===== src/hw/rtl/bpl_pkg.sv =====
package bpl_pkg;

  localparam int CFG_DATA_W = 17;
  localparam int CFG_IDX_W  = 3;
  localparam int LEVEL_W    = 16;
  localparam int PHASE_W    = 2;

  localparam logic [CFG_IDX_W-1:0] CFG_PRESCALE     = 3'd0;
  localparam logic [CFG_IDX_W-1:0] CFG_PERIOD       = 3'd1;
  localparam logic [CFG_IDX_W-1:0] CFG_RAMP_STEP    = 3'd2;
  localparam logic [CFG_IDX_W-1:0] CFG_PAUSE_LENGTH = 3'd3;
  localparam logic [CFG_IDX_W-1:0] CFG_PEAK_LEVEL   = 3'd4;

  localparam logic [16:0]        PRESCALE_RST     = 17'd84;
  localparam logic [16:0]        PERIOD_RST       = 17'd1000;
  localparam logic [LEVEL_W-1:0] RAMP_STEP_RST    = 16'd1;
  localparam logic [LEVEL_W-1:0] PAUSE_LENGTH_RST = 16'd500;
  localparam logic [LEVEL_W-1:0] PEAK_LEVEL_RST   = 16'd1000;

  localparam logic [LEVEL_W-1:0] HOLD_MAX = 16'hFFFF;

  localparam logic [PHASE_W-1:0] PH_RISE   = 2'd0;
  localparam logic [PHASE_W-1:0] PH_TOP    = 2'd1;
  localparam logic [PHASE_W-1:0] PH_FALL   = 2'd2;
  localparam logic [PHASE_W-1:0] PH_BOTTOM = 2'd3;

  typedef struct packed {
    logic               pwm_out;
    logic [LEVEL_W-1:0] duty_level;
    logic [PHASE_W-1:0] breath_phase;
    logic               cycle_end;
  } result_t;

endpackage


===== src/hw/rtl/breathing_pwm_led.sv =====
// channel | ports                                                    | dir
// --------+----------------------------------------------------------+----
// input   | in_valid, in_stall, in_tick                              | in
// result  | out_valid, out_stall, out_pwm_out, out_duty_level,       | out
//         | out_breath_phase, out_cycle_end                          |
// config  | cfg_valid, cfg_ready, cfg_index, cfg_data                | in
//
// one beat in, one beat out; one beat per clock is sustained while in_stall
// is low, as the counter and phase update are computed combinationally.
// the result sits in an output register backed by a one-entry skid register;
// in_stall rises only when both are full and out_stall holds.
// rst_n (synchronous) clears the counters, level, duty, phase and buffers and
// loads the register defaults; cfg_ready is always high.
module breathing_pwm_led
  import bpl_pkg::*;
#(
  parameter int COUNTER_WIDTH = 16
) (
  input  logic                  clk,
  input  logic                  rst_n,
  input  logic                  in_valid,
  output logic                  in_stall,
  input  logic                  in_tick,
  output logic                  out_valid,
  input  logic                  out_stall,
  output logic                  out_pwm_out,
  output logic [LEVEL_W-1:0]    out_duty_level,
  output logic [PHASE_W-1:0]    out_breath_phase,
  output logic                  out_cycle_end,
  input  logic                  cfg_valid,
  output logic                  cfg_ready,
  input  logic [CFG_IDX_W-1:0]  cfg_index,
  input  logic [CFG_DATA_W-1:0] cfg_data
);

  localparam int CW   = COUNTER_WIDTH;
  localparam int DW   = (CW + 1 > CFG_DATA_W) ? CW + 1 : CFG_DATA_W;
  localparam int CMPW = (CW > LEVEL_W) ? CW : LEVEL_W;
  localparam logic [DW-1:0] CNT_LIMIT = DW'(1) << CW;

  logic [CFG_DATA_W-1:0] prescale_r, period_r;
  logic [LEVEL_W-1:0]    ramp_step_r, pause_length_r, peak_level_r;

  logic [CW-1:0]      prescale_count_r, prescale_count_nxt;
  logic [CW-1:0]      period_count_r, period_count_nxt;
  logic [LEVEL_W-1:0] level_r, level_nxt;
  logic [LEVEL_W-1:0] active_duty_r, active_duty_nxt;
  logic [PHASE_W-1:0] phase_r, phase_nxt;
  logic [LEVEL_W-1:0] hold_count_r, hold_count_nxt;

  result_t out_data_r, skid_data_r, res_nxt;
  logic    out_valid_r, skid_full_r;

  logic          accept, out_take, wrapped;
  logic [DW-1:0] div_pre, div_per;
  logic [CW:0]   pre_inc, per_inc;
  logic [LEVEL_W:0]   rise_sum;
  logic [LEVEL_W-1:0] hold_inc;

  function automatic logic [DW-1:0] clamp_div(input logic [CFG_DATA_W-1:0] v);
    logic [DW-1:0] d;
    d = DW'(v);
    if (d == '0) begin
      d = DW'(1);
    end else if (d > CNT_LIMIT) begin
      d = CNT_LIMIT;
    end
    return d;
  endfunction

  assign cfg_ready = 1'b1;
  assign in_stall  = skid_full_r;
  assign accept    = in_valid && !skid_full_r;
  assign out_take  = out_valid_r && !out_stall;

  always_ff @(posedge clk) begin
    if (!rst_n) begin
      prescale_r     <= PRESCALE_RST;
      period_r       <= PERIOD_RST;
      ramp_step_r    <= RAMP_STEP_RST;
      pause_length_r <= PAUSE_LENGTH_RST;
      peak_level_r   <= PEAK_LEVEL_RST;
    end else if (cfg_valid) begin
      case (cfg_index)
        CFG_PRESCALE:     prescale_r     <= cfg_data;
        CFG_PERIOD:       period_r       <= cfg_data;
        CFG_RAMP_STEP:    ramp_step_r    <= cfg_data[LEVEL_W-1:0];
        CFG_PAUSE_LENGTH: pause_length_r <= cfg_data[LEVEL_W-1:0];
        CFG_PEAK_LEVEL:   peak_level_r   <= cfg_data[LEVEL_W-1:0];
        default: ;
      endcase
    end
  end

  always_comb begin
    div_pre  = clamp_div(prescale_r);
    div_per  = clamp_div(period_r);
    pre_inc  = {1'b0, prescale_count_r} + (CW+1)'(1);
    per_inc  = {1'b0, period_count_r} + (CW+1)'(1);
    rise_sum = {1'b0, level_r} + {1'b0, ramp_step_r};
    hold_inc = (hold_count_r < HOLD_MAX) ? hold_count_r + LEVEL_W'(1) : hold_count_r;

    prescale_count_nxt = prescale_count_r;
    period_count_nxt   = period_count_r;
    level_nxt          = level_r;
    active_duty_nxt    = active_duty_r;
    phase_nxt          = phase_r;
    hold_count_nxt     = hold_count_r;
    wrapped            = 1'b0;

    if (accept && in_tick) begin
      if (DW'(pre_inc) >= div_pre) begin
        prescale_count_nxt = '0;
        if (DW'(per_inc) >= div_per) begin
          period_count_nxt = '0;
          wrapped          = 1'b1;
          active_duty_nxt  = level_r;
          case (phase_r)
            PH_RISE: begin
              if (rise_sum >= {1'b0, peak_level_r}) begin
                level_nxt      = peak_level_r;
                phase_nxt      = PH_TOP;
                hold_count_nxt = '0;
              end else begin
                level_nxt = rise_sum[LEVEL_W-1:0];
              end
            end
            PH_TOP: begin
              hold_count_nxt = hold_inc;
              if (hold_inc >= pause_length_r) phase_nxt = PH_FALL;
            end
            PH_FALL: begin
              if (level_r <= ramp_step_r) begin
                level_nxt      = '0;
                phase_nxt      = PH_BOTTOM;
                hold_count_nxt = '0;
              end else begin
                level_nxt = level_r - ramp_step_r;
              end
            end
            default: begin
              hold_count_nxt = hold_inc;
              if (hold_inc >= pause_length_r) phase_nxt = PH_RISE;
            end
          endcase
        end else begin
          period_count_nxt = per_inc[CW-1:0];
        end
      end else begin
        prescale_count_nxt = pre_inc[CW-1:0];
      end
    end

    res_nxt.pwm_out      = CMPW'(period_count_nxt) < CMPW'(active_duty_nxt);
    res_nxt.duty_level   = level_nxt;
    res_nxt.breath_phase = phase_nxt;
    res_nxt.cycle_end    = wrapped;
  end

  always_ff @(posedge clk) begin
    if (!rst_n) begin
      prescale_count_r <= '0;
      period_count_r   <= '0;
      level_r          <= '0;
      active_duty_r    <= '0;
      phase_r          <= PH_RISE;
      hold_count_r     <= '0;
    end else begin
      prescale_count_r <= prescale_count_nxt;
      period_count_r   <= period_count_nxt;
      level_r          <= level_nxt;
      active_duty_r    <= active_duty_nxt;
      phase_r          <= phase_nxt;
      hold_count_r     <= hold_count_nxt;
    end
  end

  // output register with one-entry skid behind it
  always_ff @(posedge clk) begin
    if (!rst_n) begin
      out_valid_r <= 1'b0;
      skid_full_r <= 1'b0;
    end else begin
      if (accept) begin
        if (!out_valid_r || out_take) begin
          out_valid_r <= 1'b1;
        end else begin
          skid_full_r <= 1'b1;
        end
      end else if (out_take) begin
        if (skid_full_r) begin
          skid_full_r <= 1'b0;
        end else begin
          out_valid_r <= 1'b0;
        end
      end
    end
  end

  always_ff @(posedge clk) begin
    if (accept) begin
      if (!out_valid_r || out_take) begin
        out_data_r <= res_nxt;
      end else begin
        skid_data_r <= res_nxt;
      end
    end else if (out_take && skid_full_r) begin
      out_data_r <= skid_data_r;
    end
  end

  assign out_valid        = out_valid_r;
  assign out_pwm_out      = out_data_r.pwm_out;
  assign out_duty_level   = out_data_r.duty_level;
  assign out_breath_phase = out_data_r.breath_phase;
  assign out_cycle_end    = out_data_r.cycle_end;

endmodule

===== config.mk =====
export PLATFORM = sky130hd
export DESIGN_NAME = breathing_pwm_led
export DESIGN_NICKNAME = d
export VERILOG_FILES = /design/src/hw/rtl/bpl_pkg.sv /design/src/hw/rtl/breathing_pwm_led.sv
export SDC_FILE = /design/constraint.sdc
export NUM_CORES = 1
export LEC_CHECK = 0
export BUFFER_PORTS_ARGS = -buffer_cell sky130_fd_sc_hd__buf_2
export CORE_UTILIZATION = 43
export CTS_CLUSTER_SIZE = 40
export DETAILED_ROUTE_END_ITERATION = 7
export GPL_ROUTABILITY_DRIVEN = 0
export HOLD_SLACK_MARGIN = 0.1
export PLACE_DENSITY = 0.62
export SETUP_SLACK_MARGIN = 0.1
export SYNTH_ARGS = -nofsm -noshare
export SYNTH_HDL_FRONTEND = slang
export SYNTH_SLANG_ARGS = --single-unit

===== constraint.sdc =====
create_clock -name clk -period 12.8 [get_ports clk]
set_clock_uncertainty 0.2 [all_clocks]
set_input_delay 1.28 -clock clk [delete_from_list [all_inputs] [get_ports clk]]
set_output_delay 1.28 -clock clk [all_outputs]
set_load 0.02 [all_outputs]

# Word level (Yosys, flattened, before mapping)
# Cells that the tools add are included.
# totals
inputBits,26
ff_bits,206
out_inout_bits,23
elab_cells,113
# classes
n_reduce_logical,24
eq_ne,11
bitwise,1
mux,42
add_sub_neg,5
n_lt_le_gt_ge,9
# op_table
operator,n
16-bit 2-to-1 mux,15
17-bit 2-to-1 mux,4
16-bit one-hot mux with 2 select lines,2
20-bit 2-to-1 mux,3
16-bit by 1-bit adder with 17-bit output (second input constant),2
17-bit >= comparator,2
17-bit > comparator (second input constant),2
17-bit zero test,2
16-bit by 16-bit adder with 17-bit output,1
17-bit by 16-bit >= comparator with 1-bit output,1
16-bit by 1-bit adder with 16-bit output (second input constant),1
16-bit >= comparator,1
16-bit less-or-equal comparator,1
16-bit less-than comparator,1
16-bit less-than comparator (second input constant),1
2-bit AND reduction,8
16-bit subtractor,1
2-bit 2-to-1 mux,7
1-bit 2-to-1 mux,10
3-bit by 2-bit equality test with 1-bit output (second input constant),2
2-bit != test (second input constant),3
2-bit one-hot mux with 3 select lines,1
5-bit AND reduction,1
1-bit logical AND,4
other kinds (12),16

# Depth between registers and ports, before layout
# Gate-level depths: netlist (run 1).
# depth
depth_word,10
mapped_depth,29
ltp_nobuf,24

# Least setup slack after synthesis (run 1)
# No wires, ideal clock.
# synth_timing
path_type,register to register
startpoint,register prescale_count_r[0]
endpoint,register out_data_r (netlist bit out_pwm_out) (data pin)
setup_slack_ns,7.166
arrival_ns,5.282
t_required_ns,12.448
setup_ns,0.152
period_less_slack_ns,5.634
stages_incl_launch_ff,29
path_cell_list,dfxtp_1 ha_1 and3_1 and3_1 and3_1 clkbuf_1 and3_1 clkbuf_1 nand3_1 xnor2_1 ha_1 a21o_1 a21oi_1 nor2b_1 a211oi_2 a21o_1 buf_2 clkbuf_1 clkbuf_1 o21ai_0 ha_1 a21o_1 a21o_1 a21o_1 a21o_1 a21oi_1 o21ai_0 a21o_1 a31oi_1
# synth_between
elab_chain_len,7
# synth_rtl
item,line,rtl
start: declaration,breathing_pwm_led.sv:44,"logic [CW-1:0] prescale_count_r, prescale_count_nxt;"
start signal: assignment,breathing_pwm_led.sv:169,prescale_count_r <= prescale_count_nxt;
16-bit by 1-bit adder with 17-bit output,breathing_pwm_led.sv:98,"pre_inc = {1'b0, prescale_count_r} + (CW+1)'(1);"
17-bit >= comparator,breathing_pwm_led.sv:112,if (DW'(pre_inc) >= div_pre) begin
16-bit 2-to-1 mux,breathing_pwm_led.sv:112,
16-bit 2-to-1 mux,breathing_pwm_led.sv:111,if (accept && in_tick) begin
named net period_count_nxt[9],breathing_pwm_led.sv:45,"logic [CW-1:0] period_count_r, period_count_nxt;"
16-bit less-than comparator,breathing_pwm_led.sv:154,res_nxt.pwm_out = CMPW'(period_count_nxt) < CMPW'(active_duty_nxt);
20-bit 2-to-1 mux,breathing_pwm_led.sv:202,if (!out_valid_r || out_take) begin
20-bit 2-to-1 mux,breathing_pwm_led.sv:201,if (accept) begin
end signal: assignment,breathing_pwm_led.sv:203,out_data_r <= res_nxt;
end signal: assignment,breathing_pwm_led.sv:208,out_data_r <= skid_data_r;
end: declaration,breathing_pwm_led.sv:51,"result_t out_data_r, skid_data_r, res_nxt;"
# The timed path passes the listed nets, and every way through them passes these cells. The select of a mux whose other input is x is not followed.
# A chain may end at the register's enable or synchronous reset.

# Worst setup path in the final report (run 1)
# layout_timing
startpoint,register period_count_r[0]
endpoint,register out_data_r (netlist bit out_pwm_out) (data pin)
# layout_between
elab_chain_len,8
# layout_rtl
item,line,rtl
start: declaration,breathing_pwm_led.sv:45,
start signal: assignment,breathing_pwm_led.sv:170,period_count_r <= period_count_nxt;
16-bit by 1-bit adder with 17-bit output,breathing_pwm_led.sv:99,"per_inc = {1'b0, period_count_r} + (CW+1)'(1);"
17-bit >= comparator,breathing_pwm_led.sv:114,if (DW'(per_inc) >= div_per) begin
16-bit 2-to-1 mux,breathing_pwm_led.sv:114,
16-bit 2-to-1 mux,breathing_pwm_led.sv:112,
16-bit 2-to-1 mux,breathing_pwm_led.sv:111,
16-bit less-than comparator *,breathing_pwm_led.sv:154,
20-bit 2-to-1 mux *,breathing_pwm_led.sv:202,
20-bit 2-to-1 mux *,breathing_pwm_led.sv:201,
# Every way passes the cells marked *; elsewhere a longest branch is shown, timed or not. The select of a mux whose other input is x is not followed.

==> flow_summary_export.csv, run 1 <==
group,metric,value,unit
power,p_leak,5.96,nW
detailed_routing,drt_iter0_markers,900,
detailed_routing,detail-route-antenna-nets,0,
clocking,clock-sinks,206,
final_layout,nFillCells,2933,
detailed_routing,routed_wl,33.6,mm
timing,setup_viol,0,
logic_synthesis,postSynthRegisterBits,206,
die,start_util,43.6,%
timing,maxSlewViolCount,0,
logic_synthesis,yosys-top-cells-area,"dfxtp_1 (26%), ha_1 (11%), edfxtp_1 (9.3%)",
logic_synthesis,synth.area.mux_share,2.06,%
final_layout,fin_nets,1671,
global_routing,grt_max_degree,101,
logic_synthesis,synth_edf_count,40,
clocking,clk_pin_slew,0.06,ns
logic_synthesis,async_flop_share,0,%
die,die_y,175,um
detailed_routing,wl_met2,14.8,mm
placement,port_buffers,47,
global_routing,antenna_found_initial,1,
timing,fin_tns_setup,0,ns
timing,tightest_slew,1.16,ns
detailed_routing,wl_met3,1.77,mm
timing,fmax,0.159,GHz
logic_synthesis,synth_top_area_cell,"dfxtp_1",
placement,placed_area,13400,um^2
die,die_x,175,um
job,maxCapViolCount,0,
clocking,cts_root_buf,"clkbuf_16",
timing,finalCritPeriodShare,49.3,%
detailed_routing,wl_per_cell,17.3,um
detailed_routing,top_layer_used,"met4",
placement,hpwl,24.9,mm
logic_synthesis,synth_compound_gate_area_share,20.5,%
logic_synthesis,syn_area,12900,um^2
clocking,ctsResizeCount,0,
power,power_density,103,nW/um^2
clocking,cts_buffers,24,
clocking,insertion_delay,0.53,ns
logic_synthesis,syn_inst,1520,
logic_synthesis,ys_types,85,
die,dieArea,30800,um^2
die,boundaryPins,49,
final_layout,final_area,14200,um^2
final_layout,layout-drive-gt1-share,9.19,%
clocking,cts_setup_buffers,0,
detailed_routing,via_count,10700,
final_layout,area_growth,9.85,%
final_layout,seq_area,4520,um^2
worst_hold_path,hold_path.class,"reg2reg",
global_routing,track_usage,22.2,%
logic_synthesis,synth_top_family_by_area,"simple AND/OR/NAND/NOR gates",
logic_synthesis,syn_avg_cell_area,8.50,um^2
critical_path,required,12.95,ns
die,core,29600,um^2
clocking,cts_hold_buf,0,
logic_synthesis,yosys.area.top_type_share,25.7,%
logic_synthesis,synth-xor-area-share,4.00,%
detailed_routing,via_per_inst,5.51,
critical_path,critPathMaxFanout,19,
detailed_routing,first_pass_iters,5,
clocking,clock_path_buffers,3,
die,rows,63,
logic_synthesis,synth_fa_ha_area_share,11.5,%
critical_path,crit_path_end_kind,"flop",
detailed_routing,drc_errors,0,
timing,hold_violations,0,
global_routing,grt_pass1_vias,10100,
logic_synthesis,seq_area_frac_synth,35.0,%
critical_path,worstPathArrival,6.46,ns
clocking,cts.htree.levels,1,
critical_path,worstSetupPathType,"reg2reg",
global_routing,grt_overflow,0,
outcome,status,"finished, final reports clean",
logic_synthesis,synth_flop_cell,"dfxtp_1",
power,ir_drop,0.108,mV
timing,min_period,6.31,ns
timing,rsz0062_at_grt,"false",
critical_path,startpoint_type,"flop",
logic_synthesis,yosysWarningCount,0,
detailed_routing,drt-met1-wl,16.2,mm
timing,slew_headroom,20.5,%
clocking,cts_tree,"done",
global_routing,grt_pass1_wl,54.7,mm
timing,whs,0.266,ns
final_layout,multiInputGateArea,7780,um^2
logic_synthesis,synth_nets,1664,
logic_synthesis,synthSimpleGateAreaFrac,22.0,%
==> stage by stage <==
| stage | setup WS, ns | total power [mW] | utilization [%] | cells |
|---|---|---|---|---|
| after floorplan | 7.17 | 0.762 | - | 1520 |
| after global placement | 6.84 | 0.795 | 45.2 | 1891 |
| after detailed placement | 6.63 | 0.797 | 45.2 | 1891 |
| after CTS | 6.59 | 1.47 | 47.9 | 1935 |
| after global routing | 6.20 | 1.51 | 47.9 | 1935 |
| final | 6.49 | 1.46 | 47.9 | 1936 |
==> layout by cell type, fill, tap and decap left out, types with 40 or more instances in the layout <==
master    instances
dfxtp_1         166
a21oi_1          64
buf_2            46
nand2_1         267
o21ai_0          56
nand3_1          50
ha_1            116
a21boi_0         82
edfxtp_1         40
nor2_1           49
inv_1            83
xnor2_1          41
==> registers in the layout (all words and copies together), names as in the netlist, 2 cells and up <==
name,cells
active_duty_r,16
ramp_step_r,16
out_duty_level,16
prescale_count_r,16
pause_length_r,16
period_count_r,16
skid_data_r,20
period_r,17
level_r,16
phase_r,2
prescale_r,17
out_breath_phase,2
hold_count_r,16
peak_level_r,16
==> synthesized netlist by cell type (25+ instances only) <==
cell	count
a21oi_1	66
and3_1	28
nand3_1	50
nand2_1	267
nor2_1	49
nand4_1	28
a21o_1	28
xnor2_1	41
o21ai_0	56
nor3_1	25
inv_1	83
ha_1	116
dfxtp_1	166
edfxtp_1	40
clkbuf_1	62
a21boi_0	82
nor2b_1	34
==> final timing paths <==
path / start / endpoint / slack, ns / cells past startpoint
setup / recovery: period_count_r[0] / out_pwm_out / 6.49 / 22
hold reg to reg: pause_length_r[15] / pause_length_r[15] / 0.27 / 2
hold / removal: pause_length_r[15] / pause_length_r[15] / 0.27 / 2
setup reg to reg: period_count_r[0] / out_pwm_out / 6.49 / 22
==> critical path, cell delays in order, from the launching register on <==
cell,delay [ns]
dfxtp_1,0.44
ha_1,0.26
and3_1,0.21
and3_1,0.27
nand3_1,0.19
nor2_1,0.24
and3_1,0.25
xor2_1,0.09
ha_1,0.31
nand4_1,0.18
o21ai_1,0.71
nor2_4,0.27
nor2_4,0.59
mux2i_1,0.32
ha_1,0.28
a21o_1,0.17
a21o_1,0.17
a21o_1,0.18
a21o_1,0.19
a21oi_1,0.16
o21ai_0,0.13
a21o_1,0.19
a31oi_1,0.15
==> cell type report <==
class,count,share of cell area [%]
multi-input cells,1156,54.8
clock buffers,30,4.60
repair buffers,55,2.10
clock inverters,14,0.961
well taps,390,3.44
diodes,1,0.0176
inverters,84,2.22
flip-flops and latches,206,31.9
==> logic make-up after synthesis <==
group,after synthesis
AOI/OAI and AO/OA,372
xor gates and xnor gates,59
adders and majority gates,118
buffers and inverters,158
DFF,206
muxes,26
other,1
and+or+nand+nor,580
==> per-layer routing <==
| layer | global-route usage [%] | vias to the layer above |
|---|---|---|
| met3 | 2.66 | 53 |
| li1 | - | 5399 |
| met4 | 5.83 | 0 |
| met1 | 31.3 | 4942 |
| met5 | 0 | - |
| met2 | 35.8 | 282 |
==> power breakdown <==
part / switching (mW) / leakage, nW / internal [mW] / total (mW)
sequential: 0.00741 / 1.73 / 0.675 / 0.682
combinational: 0.0660 / 3.85 / 0.0339 / 0.0998
clock: 0.273 / 0.385 / 0.403 / 0.676
(Power assumes the default switching activity.)
==> run 2, diff against run 1 <==
Settings changed: ABC_AREA set to 1.
Clock period 12.8 ns to 6 ns, I/O delays scaled along.
==> run 2 against run 1 <==
Hold slack worse by 0.047 ns. Core utilization is 0.60 points higher. Critical path type unchanged. Sequential share of layout area is 0.55 points higher. Largest cell class unchanged. Global-route usage is 2.2 points higher. Non-clock buffer count is 1 higher. Register-to-register slack worse by 5.6 ns. First-iteration DRC count is 10% lower.
==> flow_summary_export.csv, run 2 <==
group,metric,value,unit
final_layout,final_area,14000,um^2
timing,whs,0.219,ns
detailed_routing,via_per_inst,5.27,
detailed_routing,first_pass_iters,5,
logic_synthesis,yosysMostFrequentCell,"nand2_1",
die,dieArea,30000,um^2
critical_path,required,6.20,ns
clocking,clock_path_buffers,3,
die,rows,62,
global_routing,grt_pass1_vias,10900,
clocking,cts_tree,"done",
logic_synthesis,synth_flop_cell,"dfxtp_1",
timing,fin_ws,0.915,ns
power,p_comb_share,8.0,%
critical_path,worstPathArrival,5.29,ns
final_layout,layout.cells.non_filler,2158,
critical_path,crit_buf_inv,3,
timing,tightest_slew,1.25,ns
logic_synthesis,syn_avg_cell_area,7.25,um^2
timing,setup_viol,0,
logic_synthesis,synth_common_cells,"nand2_1 (410), inv_1 (207), dfxtp_1 (166)",
final_layout,area_growth,10.9,%
final_layout,final_common_cell,"nand2_1",
placement,pre_cts_ws,1.01,ns
clocking,cts_root_buf,"clkbuf_16",
logic_synthesis,yosysWarningCount,0,
clocking,insertion_delay,0.53,ns
logic_synthesis,synth_top_area_cell,"dfxtp_1",
die,boundaryPins,49,
final_layout,largest_reg_flops,20,
power,ir_drop,0.216,mV
power,seqPwrFrac,43.7,%
critical_path,worstSetupPathType,"reg2reg",
final_layout,nFillCells,2836,
logic_synthesis,ys_types,49,
power,power.internal,2.52,mW
critical_path,critPathMaxFanout,28,
final_layout,final_cell_mix,"nand2_1 (410), inv_1 (207), dfxtp_1 (166)",
global_routing,antenna_found_initial,0,
final_layout,reg_top3,"skid_data_r (20), period_r (17), prescale_r (17)",
global_routing,grt_overflow,0,
timing,fin_tns_setup,0,ns
detailed_routing,drt_iter0_markers,807,
logic_synthesis,yosys.area.top_type_share,26.4,%
clocking,cts_hold_buf,0,
critical_path,crit_path_top_delay_cell,"o21ai_0",
critical_path,cp_top_family,"simple AND/OR/NAND/NOR gates",
critical_path,crit_path_end_kind,"flop",
logic_synthesis,yosys-top-cells-area,"dfxtp_1 (26%), nand2_1 (12%), ha_1 (12%)",
outcome,status,"finished, final reports clean",
power,power_density,240,nW/um^2
timing,fmax,0.197,GHz
final_layout,layout-drive-gt1-share,8.12,%
job,maxCapViolCount,0,
critical_path,startpoint_type,"flop",
logic_synthesis,syn_area,12600,um^2
clocking,clk_pin_slew,0.06,ns
power,sw_frac_of_total,24.8,%
detailed_routing,detail-route-antenna-nets,0,
detailed_routing,routed_wl,36.2,mm
timing,hold_violations,0,
die,die_x,173,um
die,core,28800,um^2
worst_hold_path,hold_path.class,"in2reg",
final_layout,n_antenna_cell,0,
power,power.net_switching,0.830,mW
detailed_routing,via_count,11400,
logic_synthesis,async_flop_share,0,%
power,finalPower,3.35,mW
clocking,ctsResizeCount,0,
detailed_routing,wl_per_cell,16.8,um
timing,maxSlewViolCount,0,
power,p_leak,6.69,nW
placement,hpwl,27.1,mm
critical_path,cp_slowest_stage_delay,0.48,ns
placement,placed_area,13100,um^2
placement,place_inst,2112,
clocking,cts.htree.levels,1,
final_layout,regMostFlops,"skid_data_r",
global_routing,track_usage,24.4,%
timing,min_period,5.08,ns
final_layout,fin_nets,1899,
logic_synthesis,synth_nets,1879,
global_routing,grt_max_degree,81,
power,pwr-share-clk,48.4,%
clocking,cts_buffers,25,
die,start_util,43.7,%
detailed_routing,drc_errors,0,
placement,port_buffers,47,
final_layout,utilization,48.5,%
clocking,cts_setup_buffers,0,
logic_synthesis,synth_edf_count,40,
die,die_y,173,um
clocking,clock-sinks,206,
timing,finalCritPeriodShare,84.7,%
timing,rsz0062_at_grt,"false",
timing,slew_headroom,16.4,%
logic_synthesis,postSynthRegisterBits,206,
logic_synthesis,syn_inst,1735,
global_routing,grt_pass1_wl,58.1,mm
logic_synthesis,seq_area_frac_synth,35.9,%
[run 2: routing by layer]
layer / wire length, um / track usage, % / vias to the layer above
met5: 0 / 0 / -
met4: 1720 / 11.6 / 0
met3: 1790 / 2.99 / 88
met2: 17200 / 41.6 / 333
met1: 15500 / 30.5 / 5226
li1: - / - / 5728
[run 2: power groups by stage]
stage	sequential (mW)	combinational [mW]	clock, mW
after global routing	1.46	0.294	1.71
after CTS	1.46	0.264	1.65
final	1.46	0.266	1.62
after floorplan	1.50	0.159	0
after detailed placement	1.49	0.262	0
after global placement	1.49	0.261	0
[run 2: cells by family after synthesis]
logic type	after synthesis	share of synthesized area [%]
xor+xnor	58	4.04
simple gates	754	25.5
buf+inv	281	8.82
mux	2	0.159
other cells	1	0.0298
fa+ha+maj	118	11.9
compound gates	315	13.7
flops	206	35.9
[run 2: final cells by class]
| type | instances | area, um^2 | share of cell area, % |
|---|---|---|---|
| Clock inverter | 16 | 213 | 1.52 |
| Multi-Input combinational cell | 1248 | 6960 | 49.8 |
| Timing Repair Buffer | 56 | 303 | 2.17 |
| Sequential cell | 206 | 4520 | 32.4 |
| Clock buffer | 30 | 664 | 4.76 |
| Inverter | 218 | 818 | 5.86 |
| Tap cell | 384 | 480 | 3.44 |
[run 2: final timing paths]
| kind | cells after the start | from | slack [ns] | endpoint |
|---|---|---|---|---|
| min | 5 | out_stall | 0.22 | out_valid |
| min reg2reg | 2 | hold_count_r[5] | 0.26 | hold_count_r[5] |
| max reg2reg | 29 | prescale_count_r[1] | 0.92 | out_pwm_out |
| max | 29 | prescale_count_r[1] | 0.92 | out_pwm_out |
[run 2: tightest hold or removal path, cell delays in order]
cell	delay, ns
buf_2	0.11
nand2_1	0.07
nand2_1	0.06
nand2_1	0.04
inv_1	0.04
